--- config.mk ---
export PLATFORM = sky130hd
export DESIGN_NAME = psfn_fifo
export DESIGN_NICKNAME = d
export VERILOG_FILES = /design/src/psf_normalize_radial_halo_core_assert.svh /design/src/psfn_fifo.sv
export SDC_FILE = /design/constraint.sdc
export NUM_CORES = 1
export LEC_CHECK = 0
export ABC_CLOCK_PERIOD_IN_PS = 2700
export BUFFER_PORTS_ARGS = -buffer_cell sky130_fd_sc_hd__buf_2
export CELL_PAD_IN_SITES_DETAIL_PLACEMENT = 1
export CELL_PAD_IN_SITES_GLOBAL_PLACEMENT = 1
export CORE_UTILIZATION = 47
export DETAILED_ROUTE_END_ITERATION = 12
export PLACE_DENSITY = 0.78
export RECOVER_POWER = 100
export SYNTH_ARGS = -nofsm -noshare
export SYNTH_HDL_FRONTEND = slang
export SYNTH_SLANG_ARGS = --single-unit
--- constraint.sdc ---
create_clock -name aclk -period 2.7 [get_ports aclk]
set_input_delay 0.54 -clock aclk [delete_from_list [all_inputs] [get_ports aclk]]
set_output_delay 0.54 -clock aclk [all_outputs]
set_load 0.005 [all_outputs]
--- src/psf_normalize_radial_halo_core_assert.svh ---
// Assertion macros shared by the normalize and halo block.
// Expects aclk and aresetn to be visible where a macro is used.
`ifndef PSF_NORMALIZE_RADIAL_HALO_CORE_ASSERT_SVH
`define PSF_NORMALIZE_RADIAL_HALO_CORE_ASSERT_SVH

// Same-cycle implication, checked outside reset.
`define PSFN_ASSERT_NOW(lbl, ante, cons, msg) \
    lbl: assert property (@(posedge aclk) disable iff (!aresetn) (ante) |-> (cons)) \
        else $error(msg);

// Next-cycle implication, checked outside reset.
`define PSFN_ASSERT_NEXT(lbl, ante, cons, msg) \
    lbl: assert property (@(posedge aclk) disable iff (!aresetn) (ante) |=> (cons)) \
        else $error(msg);

`endif

--- src/psfn_fifo.sv ---
// Small register queue between the front and back parts.
// No package dependencies.
`default_nettype none
module psfn_fifo #(
    parameter int WIDTH = 8
) (
    input  wire logic             aclk,
    input  wire logic             aresetn,
    input  wire logic             push,
    input  wire logic [WIDTH-1:0] din,
    output logic                  full,
    input  wire logic             pop,
    output logic [WIDTH-1:0]      dout,
    output logic                  empty
);
    localparam int DEPTH = 4;
    localparam int AW = $clog2(DEPTH);

    logic [WIDTH-1:0] mem_reg [DEPTH];
    logic [AW-1:0] wr_reg, rd_reg;
    logic [AW:0] cnt_reg;
    logic do_push, do_pop;

    assign full = cnt_reg == (AW+1)'(DEPTH);
    assign empty = cnt_reg == '0;
    assign do_push = push && !full;
    assign do_pop = pop && !empty;
    assign dout = mem_reg[rd_reg];

    always_ff @(posedge aclk) begin
        if (do_push) begin
            mem_reg[wr_reg] <= din;
        end
    end

    always_ff @(posedge aclk) begin
        if (!aresetn) begin
            wr_reg <= '0;
            rd_reg <= '0;
            cnt_reg <= '0;
        end else begin
            if (do_push) begin
                wr_reg <= wr_reg + 1'b1;
            end
            if (do_pop) begin
                rd_reg <= rd_reg + 1'b1;
            end
            if (do_push && !do_pop) begin
                cnt_reg <= cnt_reg + 1'b1;
            end else if (do_pop && !do_push) begin
                cnt_reg <= cnt_reg - 1'b1;
            end
        end
    end
endmodule
`default_nettype wire

==> Yosys cells after proc, flatten, opt, wreduce, memory -nomap -nowiden <==
Memory sizes are Yosys's and may differ from the RTL's. A register that Yosys moved wholly into a read port is not among the register bits.
Cells that the tools add are included.
{ "word_totals": {"latchBits": 0, "ramBits": 32, "register_bits": 7, "mem_count": 1, "mem_bits_ro": 0, "elab_cells": 25} }
{ "memory_table": {"columns": ["memory", "depth", "word_bits", "rd", "rd_ports_with_merged_regs", "wr", "line", "source"], "rows": [
  ["mem_reg", 4, 8, 1, 1, 1, "psfn_fifo.sv:19", "logic [WIDTH-1:0] mem_reg [DEPTH];"]
]} }
{ "classes": {"reduce_logical": 10, "n_lt_le_gt_ge": 0, "n_addsub": 4, "div": 0, "n_eq_ne": 1, "n_bitwise": 0, "shift": 0, "n_mul": 0, "n_mux": 6} }
{ "ops": {"columns": ["op", "count"], "rows": [
  ["3-bit two-way mux", 2],
  ["2-bit by 1-bit adder with 2-bit output, second input constant", 2],
  ["1-bit logical AND", 4],
  ["1-bit zero test", 4],
  ["2-bit two-way mux", 2],
  ["3-bit by 1-bit adder with 3-bit output, second input constant", 1],
  ["3-bit == test, second input constant", 1],
  ["3-bit zero test", 1],
  ["3-bit by 1-bit subtractor with 3-bit output, second input constant", 1],
  ["1-bit two-way mux", 2],
  ["2-bit nonzero test", 1]
]} }

==> Longest topological paths before layout <==
{ "depth": {"ltp_word": 7, "ltp_mapped": 9} }

==> Worst setup path after synthesis <==
Ideal clock, no wire load.
{ "synth_timing": {"kind": "input -> register", "from": "input port push", "to": "register cnt_reg[2]", "required_time_ns": 2.630, "stages": 8, "arrival_ns": 1.951, "n_path_buf": 1, "path_slack_ns": 0.679, "cell_sequence": "nor2b_1 > buf_6 > ha_1 > inv_1 > fa_1 > xor2_1 > or3_1 > a21boi_1"} }
{ "synth_via": {"elab_chain_cells": 4, "elab_cells_between_ends": 6} }
{ "synth_rtl": {"columns": ["element", "line", "source"], "rows": [
  ["start: declaration", "psfn_fifo.sv:9", "input wire logic push,"],
  ["1-bit logical AND *", "psfn_fifo.sv:26", "assign do_push = push && !full;"],
  ["via do_push", "psfn_fifo.sv:22", "logic do_push, do_pop;"],
  ["1-bit zero test", "psfn_fifo.sv:50", "end else if (do_pop && !do_push) begin"],
  ["1-bit logical AND", "psfn_fifo.sv:50", null],
  ["2-bit nonzero test (no source line)", null, null],
  ["end signal: assignment", "psfn_fifo.sv:49", "cnt_reg <= cnt_reg + 1'b1;"],
  ["end signal: assignment", "psfn_fifo.sv:51", "cnt_reg <= cnt_reg - 1'b1;"],
  ["end: declaration", "psfn_fifo.sv:21", "logic [AW:0] cnt_reg;"]
]} }
The timed path passes the listed nets; every way through them passes the cells marked *.
A chain may end at the register's enable or synchronous reset.

==> summary by stage <==
Outcome
The run finished with clean final reports.

Finish
The layout net count is 133. The register with the most flip-flops in the layout has 32 of them. In the final layout, the share of cells above drive strength 1 is 0.190. The number of inserted diodes is 0. The area growth from synthesis to layout is 10.2%. The number of fillers in the final layout is 347.

Global routing
The leftover overflow at the end of global routing is 0. The via count of the first global-routing pass is 830. The largest net degree at the start of global routing is 13.

The fraction of met2 tracks used by global routing is 0.269. The number of antenna violations at the first check in global routing is 0. For met3 alone, demand over resource in global routing was 0.0525. The most crowded layer after global routing is met2. The met1 routing resource usage after global routing is 0.195. The all-layer global routing usage is 0.163. The first global-routing pass estimated 4.05 mm of wire.

Routing
The routed design has 2.58 mm of wire. The routed via count is 828. Dividing the detail-routed via count by the number of cells gives 5.11. The total DRC errors in the routed layout is 0. In the final routed layout, each cell accounts on average for 15.9 µm. The detailed router finished its first iteration with 37 violations. The post-route antenna net violation count is 0. The number of search-and-repair iterations in the first detailed-routing pass is 4.

Critical path
Data on the critical path is required at its endpoint by 2160 ps. The reg-to-reg critical path startpoint is cnt_reg[0]$_SDFFE_PN0P_. The worst setup path is captured at a primary output.

The data arrival at the endpoint of the critical path is 1740 ps. The signal on the critical path passes through mux4_2, buf_2. Along the worst path, the maximum fanout reaches 8. The worst setup path is launched from a register. The critical path start-end classification is register to primary output.

The slowest stage of the critical path is the dfxtp_1 cell. The setup slack of the worst register-to-register path is 460 ps. On the worst path, the slowest cell contributes a delay of 680 ps.

Clock network
The H-tree was split into 2 levels. Counting the buffers created by CTS gives 5. The root buffer cell chosen for the clock tree is clkbuf_4. The count of cells resized by post-cts repair is 0. The clock-pin slew on the worst setup and hold paths is 110 ps. The number of setup buffers added after CTS is 0.

After clock tree synthesis, the flow added hold-fix buffers numbering 0. The maximum clock path buffer count is 2. Clock latency on the worst-skew pair, taken at its later pin, is 340 ps. The tree built by TritonCTS fans out to 41 sinks.

TritonCTS built the clock tree.

Synthesis
The count of flip-flops with a built-in enable after synthesis is 32. In the post-synthesis netlist, the biggest area contributors are edfxtp_1, dfxtp_1, mux4_2. Counting instances in the post-synthesis netlist gives the leading cell types as edfxtp_1, dfxtp_1, and2_1, mux4_2, ha_1. The mean area per synthesized cell is 18.2 µm².

The post-synthesis cell area is 0.00164 mm². Synthesis produced a netlist with a net count of 108. The post-synthesis cell type count is 23.

The synthesized design contains 41 register bits. Summed over all instances, the cell type with the most area after synthesis is edfxtp_1. The number of cells produced by synthesis is 90. The fraction of synthesis flops using an asynchronous set or reset pin is 0. The count of yosys warnings during synthesis is 0. By instance count, the leading cell after synthesis is edfxtp_1.

The main flop type after synthesis is edfxtp_1. The area fraction of the dominant cell type after synthesis is 0.586. The sequential element share of the synthesized area is 0.696.

Power
VDD sags by at most 419 µV. In this run the power spent charging and discharging nets is 0.432 mW. Dividing total power by cell area gives a power density of 843 mW/mm². The design internal power is 1.09 mW. For this design the static power due to leakage is 0.609 nW. The share of total power dissipated in combinational logic is 0.248. The proportion of power drawn by flip-flops and latches is 0.568.

Of the total power, the share spent switching nets is 0.284. The clock power share is 0.184. The total power of the final layout is 1.52 mW.

Die
During I/O placement, the number of pins put on the boundary was 22. The row count is 21. The starting density of the core is 0.491. The total die area is 0.00373 mm². The die extent in y is 61.1 µm. The die span in x is 61.1 µm. The core region is 0.00334 mm².

STA
The number of setup violations in the final report is 0. Setup repair after global routing left no endpoint under its margin. Setup total negative slack on the finished layout was measured at 0 ps. After layout, the worst setup slack is 421 ps.

The final critical-path share of the clock period is 0.844. The upper clock frequency limit is 0.439 GHz. The hold violation total from the final report is 0. The clock skew is 9.84 ps. The number of pins exceeding their max-slew limit in the final report was 0. Counting I/O delays and the setup requirement, the final critical path takes 2280 ps. Headroom to the max-slew limit came out at 0.583. For the pin with the worst max-slew slack, the measured transition is 626 ps.

Flow run
The number of max-capacitance violations reported is 0.

Place
Routability-driven placement finished with a final weighted congestion of 0.644. Detailed placement ended at an HPWL of 1.90 mm. In this run the tool buffered the top-level ports with 21 buffer cells. The worst-case setup slack after placement is 587 ps.

Hold path
The launch point of the worst hold path is din[5]. In this run the worst hold path is classified as input pin to register.
cell type report:
type,count,area (µm²),share of cell area
clock inverter,2,10.0,0.00554
multi-input combinational,42,453,0.251
sequential,41,1140,0.632
clock buffer,6,41.3,0.0229
inverter,3,11.3,0.00624
timing repair buffer,22,91.3,0.0506
tap,46,57.6,0.0319
layer usage:
layer  up-vias  wire length, µm
li1        388                -
met1       413             1100
met2        21             1320
met3         6              116
met4         0               50
met5         -                0
cell usage in the layout, fill, tap and decap left out, drive strengths merged:
| master | synthesis | layout |
|---|---|---|
| o31ai | 1 | 1 |
| or3 | 1 | 1 |
| o311ai | 1 | 1 |
| mux2i | 3 | 3 |
| clkinv | 0 | 2 |
| nor3 | 1 | 1 |
| fa | 1 | 1 |
| xor2 | 1 | 1 |
| ha | 5 | 5 |
| clkbuf | 1 | 20 |
| dfxtp | 9 | 9 |
| buf | 3 | 8 |
| a21boi | 1 | 1 |
| nor3b | 1 | 1 |
| inv | 3 | 3 |
| nand2 | 4 | 4 |
| o21ai | 1 | 1 |
| and2 | 8 | 8 |
| edfxtp | 32 | 32 |
| nor2b | 2 | 2 |
| xnor2 | 3 | 3 |
| mux4 | 8 | 8 |
final timing paths:
check                           cells after the start                 endpoint
worst min register to register                      2   wr_reg[1]$_SDFFE_PN0P_
worst max-delay path                                2                  dout[0]
worst max register to register                      7  cnt_reg[2]$_SDFFE_PN0P_
worst min-delay path                                1  mem_reg[2][5]$_DFFE_PP_
power by group through the flow:
stage / clock, mW / sequential, mW / combinational (mW)
2_1_floorplan: 0 / 0.831 / 0.317
6_report: 0.280 / 0.864 / 0.377
3_3_place_gp: 0 / 0.883 / 0.384
4_1_cts: 0.298 / 0.874 / 0.403
5_1_grt: 0.317 / 0.883 / 0.426
3_5_place_dp: 0 / 0.889 / 0.400
stage by stage:
step                hold WS (ps)  instance area, µm²  cells   util
finish                       450                1810    162  0.541
global route                 453                1810    162  0.541
CTS                          389                1840    162  0.550
detailed placement           499                1790    154  0.535
global placement             483                1790    154  0.535
floorplan                    468                1640     90      -
cell families after synthesis:
logic type | Yosys count | share of synthesized area
flip-flops | 41 | 0.696
AND/OR/NAND/NOR | 17 | 0.0618
multiplexers | 11 | 0.128
buffers and inverters | 7 | 0.0214
adder cells (fa/ha/maj) | 6 | 0.0504
AO/OA/AOI/OAI | 4 | 0.0206
XOR/XNOR | 4 | 0.0214
critical path, delay by kind of cell (launching register included):
kind	cells	cell delay [ps]
DFF	1	680
muxes	1	580
buffers and inverters	1	140
Power figures use the tool's default switching activity.
