**config.mk**
```make
export PLATFORM = sky130hd
export DESIGN_NAME = psfn_front
export DESIGN_NICKNAME = d
export VERILOG_FILES = /design/src/psfn_pkg.sv /design/src/psfn_front.sv
export VERILOG_INCLUDE_DIRS = /design/src /design/src/src
export SDC_FILE = /design/constraint.sdc
export NUM_CORES = 1
export LEC_CHECK = 0
export BUFFER_PORTS_ARGS = -buffer_cell sky130_fd_sc_hd__buf_2
export CAP_MARGIN = 20
export CORE_AREA = 4 4 141 143
export CTS_CLUSTER_SIZE = 14
export DETAILED_ROUTE_END_ITERATION = 10
export DIE_AREA = 0 0 145 147
export HOLD_SLACK_MARGIN = 0.03
export PLACE_DENSITY_LB_ADDON = 0.12
export SLEW_MARGIN = 40
export SYNTH_ARGS = -nofsm -noshare
export SYNTH_HDL_FRONTEND = slang
export SYNTH_SLANG_ARGS = --single-unit
```
**constraint.sdc**
```tcl
create_clock -name aclk -period 13.86 [get_ports aclk]
set_input_delay 0.693 -clock aclk [delete_from_list [all_inputs] [get_ports aclk]]
set_output_delay 0.693 -clock aclk [all_outputs]
set_load 0.01 [all_outputs]
```
**src/psf_normalize_radial_halo_core_assert.svh**
```systemverilog
// Assertion macros shared by the normalize and halo block.
// Expects aclk and aresetn to be visible where a macro is used.
`ifndef PSF_NORMALIZE_RADIAL_HALO_CORE_ASSERT_SVH
`define PSF_NORMALIZE_RADIAL_HALO_CORE_ASSERT_SVH

// Same-cycle implication, checked outside reset.
`define PSFN_ASSERT_NOW(lbl, ante, cons, msg) \
    lbl: assert property (@(posedge aclk) disable iff (!aresetn) (ante) |-> (cons)) \
        else $error(msg);

// Next-cycle implication, checked outside reset.
`define PSFN_ASSERT_NEXT(lbl, ante, cons, msg) \
    lbl: assert property (@(posedge aclk) disable iff (!aresetn) (ante) |=> (cons)) \
        else $error(msg);

`endif

```
**src/psfn_pkg.sv**
```systemverilog
// Shared types, constants and lookup tables of the normalize and halo block.
// No dependencies.
`default_nettype none
package psfn_pkg;

    localparam int TOT_W = 40;
    localparam int LEN_W = 6;
    localparam int SCALE_W = 32;
    localparam int OUT_W = 24;
    localparam logic [23:0] NORM_K = 24'd13505659;
    localparam logic [OUT_W-1:0] OUT_MAX = '1;
    localparam logic [LEN_W-1:0] DIV_LAST = 6'd46;
    localparam logic [LEN_W-1:0] LEN_FULL = 6'd40;

    localparam logic REG_IMAGE_SIZE = 1'b0;
    localparam logic REG_SUBSAMPLE = 1'b1;

    typedef enum logic [2:0] {
        ST_IDLE = 3'b001,
        ST_NORM = 3'b010,
        ST_DIV  = 3'b100
    } fstate_t;

    typedef enum logic [1:0] {
        BAND_FAR  = 2'd0,
        BAND_MID  = 2'd1,
        BAND_NEAR = 2'd2,
        BAND_FLAT = 2'd3
    } band_t;

    function automatic logic [16:0] lg_tab(input logic [4:0] idx);
        logic [16:0] r;
        unique case (idx)
            5'd0: r = 17'd0;
            5'd1: r = 17'd5732;
            5'd2: r = 17'd11136;
            5'd3: r = 17'd16248;
            5'd4: r = 17'd21098;
            5'd5: r = 17'd25711;
            5'd6: r = 17'd30109;
            5'd7: r = 17'd34312;
            5'd8: r = 17'd38336;
            5'd9: r = 17'd42196;
            5'd10: r = 17'd45904;
            5'd11: r = 17'd49472;
            5'd12: r = 17'd52911;
            5'd13: r = 17'd56229;
            5'd14: r = 17'd59434;
            5'd15: r = 17'd62534;
            5'd16: r = 17'd65536;
            default: r = 17'd0;
        endcase
        return r;
    endfunction

    function automatic logic [17:0] ex_tab(input logic [4:0] idx);
        logic [17:0] r;
        unique case (idx)
            5'd0: r = 18'd65536;
            5'd1: r = 18'd68438;
            5'd2: r = 18'd71468;
            5'd3: r = 18'd74632;
            5'd4: r = 18'd77936;
            5'd5: r = 18'd81386;
            5'd6: r = 18'd84990;
            5'd7: r = 18'd88752;
            5'd8: r = 18'd92682;
            5'd9: r = 18'd96785;
            5'd10: r = 18'd101070;
            5'd11: r = 18'd105545;
            5'd12: r = 18'd110218;
            5'd13: r = 18'd115098;
            5'd14: r = 18'd120194;
            5'd15: r = 18'd125515;
            5'd16: r = 18'd131072;
            default: r = 18'd65536;
        endcase
        return r;
    endfunction

endpackage
`default_nettype wire

```
**src/psfn_front.sv**
```systemverilog
// Front part: accepts items, keeps the flux total and raster position, forms the scale.
// Depends on psfn_pkg and the assertion macro header.
`default_nettype none
`include "psf_normalize_radial_halo_core_assert.svh"
module psfn_front
    import psfn_pkg::*;
#(
    parameter int DW = 9,
    parameter int PXW = 24,
    parameter int IW = 8
) (
    input  wire logic           aclk,
    input  wire logic           aresetn,
    input  wire logic           s_valid,
    output logic                s_ready,
    input  wire logic           s_kind,
    input  wire logic [PXW-1:0] s_pixel,
    input  wire logic [DW-1:0]  dim,
    input  wire logic           q_full,
    output logic                q_push,
    output logic [IW-1:0]       q_data
);
    fstate_t state_reg, state_next;
    logic [TOT_W-1:0] total_reg, total_next;
    logic [TOT_W-1:0] den_reg, den_next;
    logic [TOT_W-1:0] rem_reg, rem_next;
    logic [SCALE_W-1:0] scale_reg, scale_next;
    logic [LEN_W-1:0] len_reg, len_next;
    logic [LEN_W-1:0] div_cnt_reg, div_cnt_next;
    logic [DW-1:0] col_reg, col_next, row_reg, row_next;
    logic pass_done_reg, pass_done_next;

    logic base_clear, acc, adv_end, col_wrap, row_wrap;
    logic [DW-1:0] col_base, row_base, centre;
    logic [DW:0] col_inc, row_inc;
    logic [TOT_W-1:0] tot_base, tot_sat;
    logic [TOT_W:0] tot_sum, rem_shift;
    logic signed [DW:0] dx, dy;

    assign s_ready = (state_reg == ST_IDLE) && (!s_kind || (pass_done_reg && !q_full));
    assign acc = s_valid && s_ready;
    assign base_clear = !s_kind && pass_done_reg;
    assign col_base = base_clear ? '0 : col_reg;
    assign row_base = base_clear ? '0 : row_reg;
    assign tot_base = base_clear ? '0 : total_reg;
    assign tot_sum = {1'b0, tot_base} + (TOT_W+1)'(s_pixel);
    assign tot_sat = tot_sum[TOT_W] ? '1 : tot_sum[TOT_W-1:0];
    assign col_inc = {1'b0, col_base} + 1'b1;
    assign row_inc = {1'b0, row_base} + 1'b1;
    assign col_wrap = col_inc >= {1'b0, dim};
    assign row_wrap = row_inc >= {1'b0, dim};
    assign adv_end = col_wrap && row_wrap;
    assign centre = dim >> 1;
    assign dx = $signed({1'b0, col_reg}) - $signed({1'b0, centre});
    assign dy = $signed({1'b0, row_reg}) - $signed({1'b0, centre});
    assign rem_shift = {rem_reg, 1'b0};

    assign q_push = acc && s_kind;
    assign q_data = {s_pixel, dx, dy, scale_reg, len_reg, adv_end};

    always_comb begin
        state_next = state_reg;
        total_next = total_reg;
        den_next = den_reg;
        rem_next = rem_reg;
        scale_next = scale_reg;
        len_next = len_reg;
        div_cnt_next = div_cnt_reg;
        col_next = col_reg;
        row_next = row_reg;
        pass_done_next = pass_done_reg;
        unique case (state_reg)
            ST_IDLE: begin
                if (acc) begin
                    col_next = col_wrap ? '0 : col_inc[DW-1:0];
                    row_next = col_wrap ? (row_wrap ? '0 : row_inc[DW-1:0]) : row_base;
                    if (!s_kind) begin
                        total_next = tot_sat;
                        pass_done_next = 1'b0;
                        if (adv_end) begin
                            state_next = ST_NORM;
                            den_next = tot_sat;
                            len_next = LEN_FULL;
                        end
                    end else if (adv_end) begin
                        total_next = '0;
                        pass_done_next = 1'b0;
                    end
                end else if (s_valid && s_kind && !pass_done_reg) begin
                    state_next = ST_NORM;
                    den_next = total_reg;
                    len_next = LEN_FULL;
                end
            end
            ST_NORM: begin
                if (den_reg == '0) begin
                    scale_next = '0;
                    len_next = '0;
                    pass_done_next = 1'b1;
                    col_next = '0;
                    row_next = '0;
                    state_next = ST_IDLE;
                end else if (den_reg[TOT_W-1]) begin
                    rem_next = TOT_W'(NORM_K);
                    scale_next = '0;
                    div_cnt_next = '0;
                    state_next = ST_DIV;
                end else begin
                    den_next = den_reg << 1;
                    len_next = len_reg - 1'b1;
                end
            end
            ST_DIV: begin
                if (rem_shift >= {1'b0, den_reg}) begin
                    rem_next = TOT_W'(rem_shift - {1'b0, den_reg});
                    scale_next = {scale_reg[SCALE_W-2:0], 1'b1};
                end else begin
                    rem_next = rem_shift[TOT_W-1:0];
                    scale_next = {scale_reg[SCALE_W-2:0], 1'b0};
                end
                div_cnt_next = div_cnt_reg + 1'b1;
                if (div_cnt_reg == DIV_LAST) begin
                    pass_done_next = 1'b1;
                    col_next = '0;
                    row_next = '0;
                    state_next = ST_IDLE;
                end
            end
            default: state_next = ST_IDLE;
        endcase
    end

    always_ff @(posedge aclk) begin
        if (!aresetn) begin
            state_reg <= ST_IDLE;
            total_reg <= '0;
            scale_reg <= '0;
            len_reg <= '0;
            div_cnt_reg <= '0;
            col_reg <= '0;
            row_reg <= '0;
            pass_done_reg <= 1'b0;
        end else begin
            state_reg <= state_next;
            total_reg <= total_next;
            scale_reg <= scale_next;
            len_reg <= len_next;
            div_cnt_reg <= div_cnt_next;
            col_reg <= col_next;
            row_reg <= row_next;
            pass_done_reg <= pass_done_next;
        end
    end

    always_ff @(posedge aclk) begin
        den_reg <= den_next;
        rem_reg <= rem_next;
    end

    `PSFN_ASSERT_NOW(a_ready_only_idle, s_ready, state_reg == ST_IDLE, "ready outside idle")
    `PSFN_ASSERT_NOW(a_push_after_scale, q_push, pass_done_reg, "output item before scale")
    `PSFN_ASSERT_NOW(a_div_normalized, state_reg == ST_DIV, den_reg[TOT_W-1], "divisor not normalized")
    `PSFN_ASSERT_NEXT(a_div_finishes, (state_reg == ST_DIV) && (div_cnt_reg == DIV_LAST),
        pass_done_reg && (state_reg == ST_IDLE), "division did not finish")
endmodule
`default_nettype wire

```
# --- Word-level counts from Yosys, hierarchy flattened ---
# Index checks and enable logic that the tools add are counted.
op_classes:
  add_sub_neg: 6
  n_eq_ne: 17
  n_mul: 0
  div_mod_pow: 0
  shifts: 0
  magnitude_cmp: 3
  reduce_logical: 25
  muxes: 54
  n_bitwise: 0
ops:
  columns: ["cell", "n"]
  rows:
  - ["two-way mux 40 bit", 13]
  - ["case mux 40 bit (2 select lines)", 2]
  - ["two-way mux 9 bit", 9]
  - ["case mux 9 bit (3 select lines)", 2]
  - ["two-way mux 6 bit", 8]
  - ["adder 40 x 24 -> 41 bit", 1]
  - [">= comparator 41 x 40 -> 1 bit", 1]
  - ["logical NOT 40 bit", 1]
  - ["subtractor 40 bit", 1]
  - ["case mux 6 bit (2 select lines)", 2]
  - ["two-way mux 3 bit", 7]
  - ["adder 9 x 1 -> 10 bit, second input constant", 2]
  - [">= comparator 10 x 9 -> 1 bit", 2]
  - ["AND reduction 5 bit", 4]
  - ["inequality test 3 bit, second input constant", 5]
  - ["inequality test 2 bit, second input constant", 6]
  - ["case mux 3 bit (3 select lines)", 1]
  - ["logical AND 1 bit", 8]
  - ["two-way mux 1 bit", 8]
  - ["adder 6 x 1 -> 6 bit, second input constant", 1]
  - ["equality test 6 bit, second input constant", 1]
  - ["AND reduction 3 bit", 2]
  - ["AND reduction 6 bit", 1]
  - ["subtractor 6 x 1 -> 6 bit, second input constant", 1]
  - ["13 further kinds", 16]
totals:
  rom_bits: 0
  word_cells: 116
  latchBits: 0
  ram_bits: 0
  memories: 0
  register_bits: 155
  out_inout_bits: 10

# --- Logic depth before layout (Yosys ltp) ---
logic_depth:
  ltp_word: 10
  depth_mapped: 22
  depth_no_buf: 19

# --- Worst setup path after synthesis ---
# Ideal clock, no wire load.
synth_timing:
  path_type: "input-to-reg"
  from: "input port s_kind"
  to: "register den_reg[0] (enable)"
  path_slack_ns: 8.811
  path_buffers: 3
  stages: 19
  t_arrival_ns: 4.648
  path_cell_list: "nand2b_1 > clkbuf_1 > clkbuf_1 > buf_1 > nand2_1 > inv_1 > ha_1 > nand2_1 > nor2_1 > and3_1 > xnor2_1 > nor2_1 > ha_1 > inv_1 > nor2_1 > nor3_1 > o21a_1 > o21ai_0 > and3_1"
synth_between:
  elab_chain_len: 8
synth_lines:
  columns: ["element", "line", "rtl"]
  rows:
  - ["start, declared", "psfn_front.sv:16", "input wire logic s_kind,"]
  - ["logical NOT 1 bit", null, null]
  - ["logical AND 1 bit", "psfn_front.sv:42", "assign base_clear = !s_kind && pass_done_reg;"]
  - ["two-way mux 9 bit, on equally long branches", "psfn_front.sv:43, psfn_front.sv:44", null]
  - ["adder 9 x 1 -> 10 bit, on equally long branches", "psfn_front.sv:48, psfn_front.sv:49", null]
  - [">= comparator 10 x 9 -> 1 bit, on equally long branches", "psfn_front.sv:50, psfn_front.sv:51", null]
  - ["logical AND 1 bit", "psfn_front.sv:52", "assign adv_end = col_wrap && row_wrap;"]
  - ["inequality test 3 bit (no line)", null, null]
  - ["AND reduction 6 bit (no line) (*)", null, null]
  - ["end signal, assigned", "psfn_front.sv:156", "den_reg <= den_next;"]
  - ["end, declared", "psfn_front.sv:25", "logic [TOT_W-1:0] den_reg, den_next;"]
# Mark *: on every way between the ends. The rest lies on a longest branch, timed or not.
# A chain may end at the register's enable or synchronous reset.

# --- Final worst setup path ---
layout_timing:
  from: "input port s_kind"
  to: "output port q_data[0]"
layout_between:
  elab_chain_len: 6
layout_lines:
  columns: ["element", "line", "rtl"]
  rows:
  - ["logical NOT 1 bit (*)", null, null]
  - ["logical AND 1 bit (*)", "psfn_front.sv:42", null]
  - ["two-way mux 9 bit, on equally long branches", "psfn_front.sv:43, psfn_front.sv:44", null]
  - ["adder 9 x 1 -> 10 bit, on equally long branches", "psfn_front.sv:48, psfn_front.sv:49", null]
  - [">= comparator 10 x 9 -> 1 bit, on equally long branches", "psfn_front.sv:50, psfn_front.sv:51", null]
  - ["logical AND 1 bit (*)", "psfn_front.sv:52", null]
  - ["end, declared", "psfn_front.sv:21", "output logic [IW-1:0] q_data"]
# Marked as above.

==> reports/qor.csv <==
stage,metric,value,unit
run_status,status,"complete, no violations",
timing,Slew @ Worst Pin,784,ps
setup_path,critical path peak fanout,66,
timing,Final Max Tran Viols,0,
synthesis,number of synthesized flops with an enable pin,80,
clocking,Clock Pin Slew Worst Setup and Hold Paths,60,ps
clocking,CTS tree,yes,
grt,initial antenna violation count,0,
grt,pin count of the biggest net entering global routing,67,
timing,RSZ-0062 raised after global routing,no,
run,max-cap viol count,0,
finish,Syn-to-layout area delta,7.75,%
synthesis,Synth top area share,20.2,%
clocking,worst skew pair latency,420,ps
grt,grt met3 use,5.74,%
synthesis,simple-gate portion of the synthesized area,20.7,%
power_and_ir_drop,PD cells,98.5,nW/um^2
timing,Slew headroom,47.5,%
synthesis,Ys Warns,0,
drt,Routed WL per cell,18.1,um
power_and_ir_drop,switching share of power,30.0,%
die,total I/O pin count,48,
synthesis,Compound-Gate Fraction of Synth Area,24.8,%
drt,DR pass1 iterations,6,
synthesis,post-synthesis mux area share,1.37,%
setup_path,Startpoint Class,input pin,
synthesis,sequential area share after synthesis,32.9,%
finish,NumNets Final,1593,
grt,number of global-route vias before repair,10150,
clocking,clock tree buffer depth,2,
power_and_ir_drop,Seq pwr share,41.7,%
timing,post-layout min period,4900,ps
synthesis,Synth Instances,1463,
grt,Top Usage Layer GRT,met2,
die,DIE WIDTH,145,um
timing,Final TNS setup,0,ps
synthesis,adder-cell share of the synthesized area,9.51,%
power_and_ir_drop,Worst VDD drop,0.0913,mV
setup_path,crit end category,output port,
timing,"Setup violations, final",0,
clocking,CTS Hold Bufs,0,
synthesis,Mapped Nets,1590,
clocking,clock sink count,155,
synthesis,largest cells by area after synthesis,"edfxtp_1 (20%), dfxtp_1 (13%), ha_1 (9.2%)",
synthesis,top cell type by total area after synthesis,edfxtp_1,
worst_hold_path,worst min path class,flop to flop,
clocking,CTS H-tree depth,4,
die,Die Ht,147,um
synthesis,mean post-synth cell area,8.11,um^2
finish,share of post-route cells with drive strength above 1,7.98,%
place,Port Buf Inserts,47,
setup_path,Worst Path Required,13170,ps
synthesis,main combinational cell family by area after synthesis,compound AO/OA/AOI/OAI gates,
die,die area,21300,um^2
timing,post-route clock skew,10.7,ps
clocking,# Post-CTS Setup Buffers,0,
synthesis,Yosys reg bits,155,
timing,Max Clk Rate,204,MHz
drt,Routed Antenna Nets,0,
power_and_ir_drop,Static Leak,5.09,nW
power_and_ir_drop,cell-internal power,0.000881,W
timing,final hold vios,0,
drt,DRT Wirelength,31000,um
place,Post-Place Setup Slack,8870,ps
die,Core Box Area,18600,um^2
finish,Fillers,1560,
clocking,CTS-repair resized insts,0,
grt,Tot GR Track Use,28.5,%
place,RePlAce Congestion,0.935,
setup_path,CP Class,input pin to output port,
synthesis,Mapped Area,11900,um^2
finish,antenna cell count,0,
setup_path,CP Data Arrival Time,4210,ps
place,post-DP HPWL,22500,um
grt,met2 Usage GRT,43.7,%
timing,worst setup margin,8960,ps
synthesis,async set-reset flop share out of synthesis,0,%
drt,DR DRC count,0,
die,Initial Utilization,63.9,%
synthesis,prevailing post-synth register cell,edfxtp_1,
clocking,TritonCTS Buffers,17,
synthesis,Synth Area in XOR/XNOR,5.61,%
grt,met1 Track Usage GR,41.3,%
synthesis,Unique masters post-synth,82,
drt,via count,11010,
drt,Detailed Route Iter0 Violations,1080,
drt,Vias/cell,6.43,
power_and_ir_drop,P_sw,0.000378,W
timing,Tcrit/Tclk final,35.4,%
grt,global-route wire length before repair,50800,um
die,row count,50,
power_and_ir_drop,Combinational Power Share,21.6,%
grt,grt total ovfl,0,
clocking,root buf cell,clkbuf_16,
power_and_ir_drop,clock share of power,36.8,%
logic make-up after synthesis:
family	Yosys count
fa+ha+maj	89
buf+inv	148
mux	16
compound gates	450
flops	155
simple gates	529
xor+xnor	76
cells in the mapped netlist (11+ instances only):
library cell  number
clkbuf_1          54
nand4_1           24
a21oi_1          111
nor3_1            27
a31oi_1           12
o21ai_1           13
xnor2_1           32
o31ai_1           14
nand3_1           47
o21bai_1          11
a22oi_1           21
o211ai_1          24
inv_1             70
edfxtp_1          80
xor2_1            44
a21o_1            25
o21ai_0          102
nor2_1           161
mux2i_1           14
nand2_1          158
buf_2             13
nand2b_1          15
ha_1              87
and3_1            15
dfxtp_1           75
and2_1            36
nor4_1            13
a22o_1            12
a211oi_1          15
area by class of cell:
| class | count | area (um^2) | share of cell area, % |
|---|---|---|---|
| sequential | 155 | 3900 | 30.5 |
| inverter | 72 | 270 | 2.11 |
| multi-input combinational | 1160 | 7390 | 57.8 |
| timing repair buffer | 60 | 333 | 2.60 |
| clock buffer | 25 | 548 | 4.29 |
| tap | 234 | 293 | 2.29 |
| clock inverter | 7 | 47.5 | 0.372 |
through the flow:
stage                     power [W]  instance area [um^2]  hold slack (ps)  instances  util [%]
after detailed placement   0.000799                 12200              455       1681      65.6
after global routing        0.00132                 12800              494       1713      68.8
after global placement     0.000794                 12200              448       1681      65.5
final                       0.00126                 12800              472       1713      68.8
after floorplan            0.000730                 11900              433       1463         -
after CTS                   0.00126                 12800              469       1713      68.8
per-layer routing:
metal	part of all wire [%]	wire length (um)	vias to the layer above
met3	7.2	2230	47
met1	46	14400	5159
li1	-	-	5364
met4	1.9	582	0
met2	45	13800	440
met5	0	0	-
power groups by stage:
stage	registers, W	clock network [W]	logic, W
floorplan	0.000526	0	0.000204
global placement	0.000533	0	0.000261
detailed placement	0.000534	0	0.000265
CTS	0.000524	0.000467	0.000267
global route	0.000527	0.000490	0.000300
finish	0.000525	0.000463	0.000272
cells in the final DEF (no fill, tap or decap), types with 5 or more instances in the layout:
| cell type | count |
|---|---|
| a22oi_1 | 21 |
| a22o_1 | 12 |
| o211ai_1 | 24 |
| o21bai_1 | 11 |
| dfxtp_1 | 75 |
| inv_1 | 70 |
| a21o_1 | 25 |
| o31ai_1 | 14 |
| nand2_1 | 157 |
| buf_4 | 13 |
| o21ai_1 | 13 |
| a41oi_1 | 8 |
| nor2b_1 | 10 |
| and2_1 | 37 |
| xnor2_1 | 32 |
| nand4_1 | 24 |
| or3_1 | 6 |
| o21ai_0 | 102 |
| and3_1 | 15 |
| ha_1 | 87 |
| a31oi_1 | 12 |
| nand2b_1 | 14 |
| clkbuf_8 | 5 |
| o22ai_1 | 6 |
| edfxtp_1 | 80 |
| a32oi_1 | 5 |
| buf_2 | 47 |
| o21a_1 | 10 |
| a21oi_1 | 111 |
| a32o_1 | 6 |
| a211oi_1 | 15 |
| nor3_1 | 27 |
| nor4_1 | 13 |
| clkbuf_16 | 19 |
| nand3_1 | 47 |
| mux2i_1 | 14 |
| nor2_1 | 160 |
| xor2_1 | 44 |
critical path, cell delays in order:
cell,delay [ps]
buf_2,130
nand2b_2,120
buf_4,510
nand4_1,350
nor2_1,330
nand3_1,140
xor2_1,140
nor2_1,70
ha_1,320
nand3_1,100
o31a_1,290
o21ai_1,550
nand2_1,180
inv_1,120
buf_2,140
path summary, 6_finish.rpt:
path                                    from                    endpoint  slack [ps]  cells past startpoint
setup / recovery                      s_kind                   q_data[0]        8960                     15
hold / removal    total_reg[13]$_SDFFE_PN0P_  total_reg[13]$_SDFFE_PN0P_         470                      2
setup reg to reg  pass_done_reg$_SDFFE_PN0P_       den_reg[18]$_DFFE_PP_        9300                     15
hold reg to reg   total_reg[13]$_SDFFE_PN0P_  total_reg[13]$_SDFFE_PN0P_         470                      2
No activity file was read; power rests on OpenSTA's default activity.
