$ cat src/psf_normalize_radial_halo_core_assert.svh
// Assertion macros shared by the normalize and halo block.
// Expects aclk and aresetn to be visible where a macro is used.
`ifndef PSF_NORMALIZE_RADIAL_HALO_CORE_ASSERT_SVH
`define PSF_NORMALIZE_RADIAL_HALO_CORE_ASSERT_SVH

// Same-cycle implication, checked outside reset.
`define PSFN_ASSERT_NOW(lbl, ante, cons, msg) \
    lbl: assert property (@(posedge aclk) disable iff (!aresetn) (ante) |-> (cons)) \
        else $error(msg);

// Next-cycle implication, checked outside reset.
`define PSFN_ASSERT_NEXT(lbl, ante, cons, msg) \
    lbl: assert property (@(posedge aclk) disable iff (!aresetn) (ante) |=> (cons)) \
        else $error(msg);

`endif

$ cat src/psfn_pkg.sv
// Shared types, constants and lookup tables of the normalize and halo block.
// No dependencies.
`default_nettype none
package psfn_pkg;

    localparam int TOT_W = 40;
    localparam int LEN_W = 6;
    localparam int SCALE_W = 32;
    localparam int OUT_W = 24;
    localparam logic [23:0] NORM_K = 24'd13505659;
    localparam logic [OUT_W-1:0] OUT_MAX = '1;
    localparam logic [LEN_W-1:0] DIV_LAST = 6'd46;
    localparam logic [LEN_W-1:0] LEN_FULL = 6'd40;

    localparam logic REG_IMAGE_SIZE = 1'b0;
    localparam logic REG_SUBSAMPLE = 1'b1;

    typedef enum logic [2:0] {
        ST_IDLE = 3'b001,
        ST_NORM = 3'b010,
        ST_DIV  = 3'b100
    } fstate_t;

    typedef enum logic [1:0] {
        BAND_FAR  = 2'd0,
        BAND_MID  = 2'd1,
        BAND_NEAR = 2'd2,
        BAND_FLAT = 2'd3
    } band_t;

    function automatic logic [16:0] lg_tab(input logic [4:0] idx);
        logic [16:0] r;
        unique case (idx)
            5'd0: r = 17'd0;
            5'd1: r = 17'd5732;
            5'd2: r = 17'd11136;
            5'd3: r = 17'd16248;
            5'd4: r = 17'd21098;
            5'd5: r = 17'd25711;
            5'd6: r = 17'd30109;
            5'd7: r = 17'd34312;
            5'd8: r = 17'd38336;
            5'd9: r = 17'd42196;
            5'd10: r = 17'd45904;
            5'd11: r = 17'd49472;
            5'd12: r = 17'd52911;
            5'd13: r = 17'd56229;
            5'd14: r = 17'd59434;
            5'd15: r = 17'd62534;
            5'd16: r = 17'd65536;
            default: r = 17'd0;
        endcase
        return r;
    endfunction

    function automatic logic [17:0] ex_tab(input logic [4:0] idx);
        logic [17:0] r;
        unique case (idx)
            5'd0: r = 18'd65536;
            5'd1: r = 18'd68438;
            5'd2: r = 18'd71468;
            5'd3: r = 18'd74632;
            5'd4: r = 18'd77936;
            5'd5: r = 18'd81386;
            5'd6: r = 18'd84990;
            5'd7: r = 18'd88752;
            5'd8: r = 18'd92682;
            5'd9: r = 18'd96785;
            5'd10: r = 18'd101070;
            5'd11: r = 18'd105545;
            5'd12: r = 18'd110218;
            5'd13: r = 18'd115098;
            5'd14: r = 18'd120194;
            5'd15: r = 18'd125515;
            5'd16: r = 18'd131072;
            default: r = 18'd65536;
        endcase
        return r;
    endfunction

endpackage
`default_nettype wire

$ cat src/psfn_log2.sv
// Pipelined log2 unit, three register stages, result in unsigned Q16.
// Depends on psfn_pkg for the log table.
`default_nettype none
module psfn_log2
    import psfn_pkg::*;
#(
    parameter int W = 32,
    parameter int OW = 22
) (
    input  wire logic         aclk,
    input  wire logic         en,
    input  wire logic [W-1:0] x,
    output logic [OW-1:0]     y
);
    localparam int NG = (W + 7) / 8;
    localparam int XW = NG * 8;
    localparam int NBW = $clog2(XW);

    logic [XW-1:0] xp, x1_reg, xn;
    logic [NG-1:0] gnz_c, gnz_reg;
    logic [2:0] gpos_c [NG];
    logic [2:0] gpos_reg [NG];
    logic [NBW-1:0] n_c, n2_reg;
    logic [15:0] f_c, f_reg;
    logic [3:0] idx;
    logic [11:0] frac;
    logic [16:0] lo, hi;
    logic [24:0] interp;

    assign xp = XW'(x);

    always_comb begin
        for (int g = 0; g < NG; g++) begin
            gnz_c[g] = |xp[g*8 +: 8];
            gpos_c[g] = '0;
            for (int b = 0; b < 8; b++) begin
                if (xp[g*8 + b]) begin
                    gpos_c[g] = 3'(b);
                end
            end
        end
    end

    always_comb begin
        n_c = '0;
        for (int g = 0; g < NG; g++) begin
            if (gnz_reg[g]) begin
                n_c = NBW'(g * 8) + NBW'(gpos_reg[g]);
            end
        end
        xn = x1_reg << (NBW'(XW - 1) - n_c);
        f_c = xn[XW-2 -: 16];
    end

    assign idx = f_reg[15:12];
    assign frac = f_reg[11:0];
    assign lo = lg_tab({1'b0, idx});
    assign hi = lg_tab(5'({1'b0, idx}) + 5'd1);
    assign interp = 25'(hi - lo) * 25'(frac);

    always_ff @(posedge aclk) begin
        if (en) begin
            x1_reg <= xp;
            gnz_reg <= gnz_c;
            gpos_reg <= gpos_c;
            n2_reg <= n_c;
            f_reg <= f_c;
            y <= OW'({n2_reg, 16'b0}) + OW'(lo) + OW'(interp[24:12]);
        end
    end
endmodule
`default_nettype wire

$ cat src/psfn_back.sv
// Back part: normalizes queued pixels and adds the radial halo term, nine stages.
// Depends on psfn_pkg and psfn_log2.
`default_nettype none
module psfn_back
    import psfn_pkg::*;
#(
    parameter int DW = 9,
    parameter int PXW = 24,
    parameter int IW = 8
) (
    input  wire logic              aclk,
    input  wire logic              aresetn,
    input  wire logic [15:0]       subsample,
    input  wire logic              q_empty,
    input  wire logic [IW-1:0]     q_data,
    output logic                   q_pop,
    output logic                   m_valid,
    input  wire logic              m_ready,
    output logic [OUT_W-1:0]       m_corrected_pixel,
    output logic                   m_last_pixel
);
    localparam int D2W = 2 * DW;
    localparam int QW = D2W + 32;
    localparam int QXW = ((QW + 7) / 8) * 8;
    localparam int LQW = $clog2(QXW) + 17;
    localparam int LSW = $clog2(32) + 17;
    localparam int PW = PXW + SCALE_W;
    localparam logic [QW-1:0] TH_FAR = QW'((64'd68121 << 28) / 64'd100);
    localparam logic [QW-1:0] TH_MID = QW'((64'd3249 << 28) / 64'd100);
    localparam logic [QW-1:0] TH_NEAR = QW'((64'd484 << 28) / 64'd100);
    localparam logic signed [24:0] LOG_R_OFS = 25'sd1835008;
    localparam logic signed [31:0] LOG_A_OFS = 32'sd262144;
    localparam logic signed [31:0] EXP_TOP = 32'sd1572864;

    logic en;
    logic [PXW-1:0] in_pix;
    logic signed [DW:0] in_dx, in_dy;
    logic [SCALE_W-1:0] in_scale;
    logic [LEN_W-1:0] in_len;
    logic in_last;
    logic [31:0] s2_reg;
    logic [LSW-1:0] log_s2;
    logic [LQW-1:0] log_q;

    logic [9:1] vld_reg;
    logic [9:1] last_reg;
    logic [D2W-1:0] d2_1_reg;
    logic [PW-1:0] prod_1_reg;
    logic [LEN_W-1:0] len_1_reg;
    logic nz_1_reg;
    logic [QW-1:0] q_2_reg;
    logic [OUT_W-1:0] norm_reg [2:8];
    band_t band_reg [3:6];
    logic qz_reg [3:5];
    logic signed [42:0] pw_6_reg;
    logic signed [31:0] v_7_reg;
    logic [17:0] m_8_reg;
    logic [4:0] n_8_reg;
    logic neg_8_reg, sat_8_reg;
    logic [OUT_W-1:0] out_reg;

    logic signed [2*DW+1:0] sqx, sqy;
    logic [6:0] sh;
    logic [PW-1:0] shifted;
    logic [OUT_W-1:0] norm_c;
    band_t band_c;
    logic signed [24:0] lr2;
    logic signed [17:0] pcoef;
    logic signed [31:0] ccoef;
    logic signed [42:0] pw_adj;
    logic signed [26:0] pdiv;
    logic [3:0] eidx;
    logic [11:0] efrac;
    logic [17:0] elo, ehi;
    logic [24:0] einterp;
    logic [40:0] hx;
    logic [OUT_W-1:0] halo;
    logic [OUT_W:0] total_out;

    assign en = !vld_reg[9] || m_ready;
    assign q_pop = en && !q_empty;
    assign {in_pix, in_dx, in_dy, in_scale, in_len, in_last} = q_data;

    assign sqx = in_dx * in_dx;
    assign sqy = in_dy * in_dy;

    assign sh = 7'(len_1_reg) + 7'd7;
    assign shifted = prod_1_reg >> sh;
    assign norm_c = !nz_1_reg ? '0 : ((shifted > PW'(OUT_MAX)) ? OUT_MAX : shifted[OUT_W-1:0]);

    always_comb begin
        if (q_2_reg > TH_FAR) begin
            band_c = BAND_FAR;
        end else if (q_2_reg > TH_MID) begin
            band_c = BAND_MID;
        end else if (q_2_reg > TH_NEAR) begin
            band_c = BAND_NEAR;
        end else begin
            band_c = BAND_FLAT;
        end
    end

    assign lr2 = qz_reg[5] ? '0 : ($signed(25'(log_q)) - LOG_R_OFS);

    always_comb begin
        unique case (band_reg[5])
            BAND_FAR: pcoef = -18'sd98304;
            BAND_MID: pcoef = -18'sd36045;
            BAND_NEAR: pcoef = -18'sd91750;
            default: pcoef = '0;
        endcase
    end

    always_comb begin
        unique case (band_reg[6])
            BAND_FAR: ccoef = -32'sd93928;
            BAND_MID: ccoef = -32'sd680633;
            BAND_NEAR: ccoef = -32'sd401594;
            default: ccoef = -32'sd610327;
        endcase
    end

    assign pw_adj = pw_6_reg + (pw_6_reg[42] ? 43'sd65535 : 43'sd0);
    assign pdiv = 27'(pw_adj >>> 16);

    assign eidx = v_7_reg[15:12];
    assign efrac = v_7_reg[11:0];
    assign elo = ex_tab({1'b0, eidx});
    assign ehi = ex_tab(5'({1'b0, eidx}) + 5'd1);
    assign einterp = 25'(ehi - elo) * 25'(efrac);

    assign hx = 41'(m_8_reg) << n_8_reg;
    always_comb begin
        if (s2_reg == '0 || neg_8_reg) begin
            halo = '0;
        end else if (sat_8_reg) begin
            halo = OUT_MAX;
        end else begin
            halo = hx[39:16];
        end
    end
    assign total_out = {1'b0, norm_reg[8]} + {1'b0, halo};

    psfn_log2 #(.W(32), .OW(LSW)) u_log_s2 (
        .aclk (aclk),
        .en   (1'b1),
        .x    (s2_reg),
        .y    (log_s2)
    );

    psfn_log2 #(.W(QW), .OW(LQW)) u_log_q (
        .aclk (aclk),
        .en   (en),
        .x    (q_2_reg),
        .y    (log_q)
    );

    always_ff @(posedge aclk) begin
        s2_reg <= 32'(subsample) * 32'(subsample);
    end

    always_ff @(posedge aclk) begin
        if (!aresetn) begin
            vld_reg <= '0;
        end else if (en) begin
            vld_reg <= {vld_reg[8:1], q_pop};
        end
    end

    always_ff @(posedge aclk) begin
        if (en) begin
            last_reg <= {last_reg[8:1], in_last};
            d2_1_reg <= D2W'(sqx + sqy);
            prod_1_reg <= PW'(in_pix) * PW'(in_scale);
            len_1_reg <= in_len;
            nz_1_reg <= in_scale != '0;
            q_2_reg <= QW'(d2_1_reg) * QW'(s2_reg);
            norm_reg[2] <= norm_c;
            for (int k = 3; k <= 8; k++) begin
                norm_reg[k] <= norm_reg[k-1];
            end
            band_reg[3] <= band_c;
            band_reg[4] <= band_reg[3];
            band_reg[5] <= band_reg[4];
            band_reg[6] <= band_reg[5];
            qz_reg[3] <= q_2_reg == '0;
            qz_reg[4] <= qz_reg[3];
            qz_reg[5] <= qz_reg[4];
            pw_6_reg <= 43'(lr2) * 43'(pcoef);
            v_7_reg <= $signed(32'(log_s2)) - LOG_A_OFS + ccoef
                + ((band_reg[6] == BAND_FLAT) ? 32'sd0 : 32'(pdiv));
            neg_8_reg <= v_7_reg < 0;
            sat_8_reg <= v_7_reg >= EXP_TOP;
            n_8_reg <= v_7_reg[20:16];
            m_8_reg <= elo + 18'(einterp[24:12]);
            out_reg <= total_out[OUT_W] ? OUT_MAX : total_out[OUT_W-1:0];
        end
    end

    assign m_valid = vld_reg[9];
    assign m_corrected_pixel = out_reg;
    assign m_last_pixel = last_reg[9];
endmodule
`default_nettype wire

$ cat config.mk
export PLATFORM = sky130hd
export DESIGN_NAME = psfn_back
export DESIGN_NICKNAME = d
export VERILOG_FILES = /design/src/psf_normalize_radial_halo_core_assert.svh /design/src/psfn_pkg.sv /design/src/psfn_log2.sv /design/src/psfn_back.sv
export SDC_FILE = /design/constraint.sdc
export NUM_CORES = 2
export LEC_CHECK = 0
export BUFFER_PORTS_ARGS = -buffer_cell sky130_fd_sc_hd__buf_2
export CORE_MARGIN = 3
export CORE_UTILIZATION = 30
export CTS_CLUSTER_DIAMETER = 50
export DETAILED_ROUTE_END_ITERATION = 16
export HOLD_SLACK_MARGIN = 0.08
export SETUP_SLACK_MARGIN = 0.5
export SYNTH_ARGS = -nofsm -noshare
export SYNTH_HDL_FRONTEND = slang
export SYNTH_SLANG_ARGS = --single-unit
$ cat constraint.sdc
create_clock -name aclk -period 11.1 [get_ports aclk]
set_input_delay 1.11 -clock aclk [delete_from_list [all_inputs] [get_ports aclk]]
set_output_delay 1.11 -clock aclk [all_outputs]
set_load 0.01 [all_outputs]
# == Word-level counts from Yosys, hierarchy flattened ==
# Memory sizes are Yosys's and may differ from the RTL's. A register that Yosys moved wholly into a read port is not among the register bits.
# Cells that the tools add are included.
# totals
input_bits,28
mem_bits_rw,179
word_cells,131
memories,8
regBits,289
mem_bits_ro,1888
# classes
shift,3
order_cmp,3
n_reduce_logical,20
mul,4
n_mux,40
n_eq_ne,5
add_sub_neg,18
# mem_list
memory,words,width,read_ports,rd_ports_with_merged_regs,wr,line,text
(no name shown),32,18,1,0,0,psfn_pkg.sv:58,unique case (idx)
(no name shown),32,17,1,0,0,psfn_pkg.sv:33,unique case (idx)
(no name shown),16,16,1,1,0,psfn_pkg.sv:58,
(no name shown),16,16,1,1,0,psfn_pkg.sv:33,
(no name shown),16,16,1,1,0,psfn_pkg.sv:33,
norm_reg,7,24,7,0,7,psfn_back.sv:52,logic [OUT_W-1:0] norm_reg [2:8];
2 more memories,-,-,-,-,-,-,
# op_table
operator,n
2-to-1 mux 24 bit,4
one-hot mux 20 bit (3 select lines),1
> comparator 56 x 24 -> 1 bit (second input constant),1
right shift 1 x 7 -> 56 bit (first input constant),1
one-hot mux 18 bit (3 select lines),1
adder 43 x 17 -> 43 bit,1
multiplier 25 x 18 -> 43 bit,1
<< shifter 18 x 5 -> 40 bit,1
adder 32 bit,1
greater-or-equal comparator 32 x 22 -> 1 bit (second input constant),1
zero test 32 bit,1
< comparator 32 x 1 -> 1 bit (second input constant),1
multiplier 16 x 16 -> 32 bit,1
2-to-1 mux 2 bit,16
2-to-1 mux 32 bit,1
OR reduction 8 bit,4
<< shifter 32 x 5 -> 31 bit,1
adder 24 x 24 -> 25 bit,1
multiplier 19 x 13 -> 25 bit,1
multiplier 25 x 12 -> 25 bit,1
2-to-1 mux 25 bit,1
adder 23 x 21 -> 24 bit,1
subtractor 22 x 19 -> 23 bit (second input constant),1
adder 21 x 17 -> 22 bit,1
24 further kinds,48

# == Depth between registers and ports, before layout ==
# logic_depth
depth_word,6
mapped_depth,47
ltp_nobuf,44

# == Hierarchy ==
# A second synthesis with hierarchy kept.
# unflattened
cells_unflattened,3860
area_unflattened_um2,35627.9
# modules_own_cells
module,n_inst,cells_per_inst,area_per_inst_um2
psfn_back,1,2314,21449.3
psfn_log2,1,1546,14178.6

# == Worst setup path after synthesis ==
# OpenSTA, ideal clock, no wires.
# synth_timing
path_type,register to register
start,register u_log_s2.f_reg[12]
end,register u_log_s2.y[17]
period_less_slack_ns,9.989
stages_incl_launch_ff,46
setup_time_ns,0.072
path_slack_ns,1.111
arrival_ns,9.917
path_cell_list,dfxtp_1 > buf_2 > inv_2 > nor3_1 > xnor2_1 > clkbuf_1 > clkbuf_1 > o21ai_0 > a21oi_1 > ha_1 > nor2b_1 > o21a_1 > or2_2 > nand2_1 > nand2_1 > nand3_1 > nand2_1 > xnor2_1 > [10 not listed] > ha_1 > a21oi_1 > o21ai_0 > a21oi_1 > inv_1 > a211o_1 > nor2b_1 > ha_1 > a21o_1 > a21oi_1 > o21bai_1 > a21oi_1 > o21bai_1 > a211o_1 > a2111oi_0 > nor4_1 > o211ai_1 > xnor2_1
# synth_between
elab_chain_cells,5
# synth_rtl
element,line,text
"start, declared",psfn_log2.sv:24,"logic [15:0] f_c, f_reg;"
"start signal, assigned",psfn_log2.sv:67,f_reg <= f_c;
adder 4 x 1 -> 5 bit,psfn_log2.sv:58,"assign hi = lg_tab(5'({1'b0, idx}) + 5'd1);"
memory read (32 x 17 bit),-,
subtractor 17 x 17 -> 18 bit,psfn_log2.sv:59,assign interp = 25'(hi - lo) * 25'(frac);
multiplier 25 x 12 -> 25 bit,psfn_log2.sv:59,
adder 22 x 13 -> 22 bit,psfn_log2.sv:68,"y <= OW'({n2_reg, 16'b0}) + OW'(lo) + OW'(interp[24:12]);"
"end signal, assigned",psfn_log2.sv:68,
"end, declared",psfn_log2.sv:13,output logic [OW-1:0] y
# Every way passes these cells.
# A chain may end at the register's enable or synchronous reset.

# == Final worst setup path ==
# layout_timing
start,register u_log_s2.f_reg[12]
end,register u_log_s2.y[19]
# Same word-level chain as after synthesis.

==> impl_results.md <==
- Io pins: 55
- Buf/Inv on CP: 10
- Ys async rst share: 0%
- Area delta synth->final: 9.472%
- Clock Latency Late Sink: about 560 ps
- Fmax: 99.28 MHz
- Worst reg-to-reg path cell count: 43
- Post-Route WL: between 70000 and 80000 µm
- Fin. Hold Viols: 0
- Crit path launch type: flip-flop
- Max Transition Viols Final: 0
- GRT Overall Usage: a little over an eighth
- Setup violations, final: 0
- Gr busiest metal: met2
- First-pass GRT wire length: about 130000 µm
- Worst endpoint data arrival time: ~11000 ps
- Post-synth top area share: a little under 30%
- Worst-path clk slew: 70 ps
- Layout cells sized above 1: 7.148%
- Leading area contributor after synthesis: fa_1
- TritonCTS Buffers: 27
- DRT iter0 DRCs: about 1100
- Met1 Usage GRT: a little under a fifth
- DIE AREA: approximately 120000 µm²
- Die Ht: ~340 µm
- Initial DRT Pass Iterations: 5
- CTS Sinks: approximately 240
- Post-route minimum period: just over 10000 ps
- Clock root cell: clkbuf_16
- Synth Flop Type: dfxtp_1
- Starting Density: between 30% and 40%
- Most frequent cell after synthesis: inv_1
- Routed vias/inst: between 4 and 5
- Mean routed wirelength per cell: approximately 14 µm
- CTS tree: yes
- Worst-Margin Slew: around 1200 ps
- Antenna violations before repair: 0
- # DRC: 0
- Post-Place Cells: about 5400
- Clock Tree Buf Depth: 3
- Crit Path Max Fanout: 14
- Worst path max stage delay: 540 ps
- Ranking of synthesized cells by area: fa_1 (29%), ha_1 (10%), dfxtp_1 (9.4%)
- Sequential element share of the synthesized area: 16.54%
- Synth cell types: 89
- GRT overflow: 0
- Final worst path period share: between 90% and 100%
- Buffers on Ports: between 40 and 50
- Nets: about 4700
- Hold depth: 0
- Core ar.: between 100000 and 150000 µm²
- FP Rows: 123
- Slowest-stage cell, CP: fa_1
- Setup crit end kind: flip-flop
- Syn Nets: around 4700
- Routability cong.: between 0.8 and 0.9
- Remaining antenna violation count: 0
- Setup TNS: 0 ps
- Post-Layout Cell Count: approximately 5400
- CP Class: flip-flop to flip-flop
- HPWL Detailed: ~63000 µm
- Avg Inst Size Synth: approximately 8.8 µm²
- Worst Path Required: between 10000 and 15000 ps
- Mapped Cells: slightly below 4000
- Status: complete, no violations
- Largest net degree at the start of global routing: between 80 and 90
- GR Util met3: between 1 and 1.5%
- Vias in the first global route: approximately 26000
- Max Cap Viol: 0
- M2 GR Usage: 23.00%
- HP Class: flip-flop to flip-flop
- H-Tree Depth: 1
- WP depth: between 40 and 50
- Yosys reg bits: 243
- Number of synthesized flops with an enable pin: roughly 80
- Yosys synthesis warning count: 1
- Routed vias: between 20000 and 30000
- Top delay family on crit path: adder cells
- RSZ-0062 raised after global routing: yes
- Synth Cell Area: 34370 µm²
- DP Worst Slack: between 500 and 600 ps
- Number of flip-flops in the largest register: 31
- Clock skew: between 15 and 20 ps
- Rel. slew slack: 17.54%
- Final hold slack: 341.5 ps
- Top cells by count, synth: inv_1 (770), fa_1 (495), nand2_1 (462)
- Final WS setup: a little over 1000 ps
- DIE WIDTH: 344.5 µm
- Most Frequent Cell on Critical Path: fa_1
## logic make-up after synthesis
kind of cell	count (synthesis)	synth area share, %
buffers and inverters	933	10.25
adders and majority gates	781	39.24
muxes	112	4.052
DFF	243	16.54
and+or+nand+nor	1141	15.67
xor gates and xnor gates	160	4.328
AOI/OAI and AO/OA	515	9.916
## layout make-up
cell class	count	area [µm²]
fillers	11742	75490
multi-input cells	2709	25300
flip-flops and latches	243	5687
inverters	780	2930
well taps	1500	1877
repair buffers	135	903.4
clock buffers	37	775.7
clock inverters	13	148.9
diodes	1	2.502
## layer usage
layer	vias to the layer above	wire, µm
met5	-	0
met4	0	1887
met3	121	2758
met2	446	37840
met1	12539	35690
li1	12334	-
## worst paths after layout
kind                            from            endpoint  slack (ps)
hold reg to reg            s2_reg[0]  u_log_s2.x1_reg[0]         340
setup / recovery  u_log_s2.f_reg[12]      u_log_s2.y[19]        1030
hold / removal             s2_reg[0]  u_log_s2.x1_reg[0]         340
setup reg to reg  u_log_s2.f_reg[12]      u_log_s2.y[19]        1030
## stage by stage
step           cell area, µm²  utilization, %
2_1_floorplan           34370               -
3_3_place_gp            36540           32.31
6_report                37630           33.26
3_5_place_dp            36540           32.31
5_1_grt                 37620           33.26
4_1_cts                 37470           33.12
## cells in the final DEF (no fill, tap or decap), types with 19 or more instances in the layout
cell,Yosys,layout
a211oi_1,29,28
a21o_1,27,27
a21oi_1,169,162
and2_1,203,202
and3_1,19,19
buf_2,8,47
buf_4,1,86
clkbuf_16,0,29
dfxtp_1,161,160
edfxtp_1,82,82
fa_1,495,495
ha_1,286,282
inv_1,770,769
mux2i_1,75,75
mux4_2,20,20
nand2_1,462,462
nand2b_1,28,28
nand3_1,59,59
nor2_1,205,203
nor2b_1,50,50
nor3_1,49,48
o21a_1,21,21
o21ai_0,63,63
o21ai_1,19,19
o21bai_1,27,27
xnor2_1,117,112
xor2_1,37,37
## what timing repair did
item                       4_1_cts  5_1_grt
setup buffers                    0        2
setup endpoints to repair        0       17
hold buffers                     0        0
resized for setup                0       34
Power is left out: the tool's default activity adds up to more than one toggle a clock period on the data nets, which glitch-free logic cannot reach.
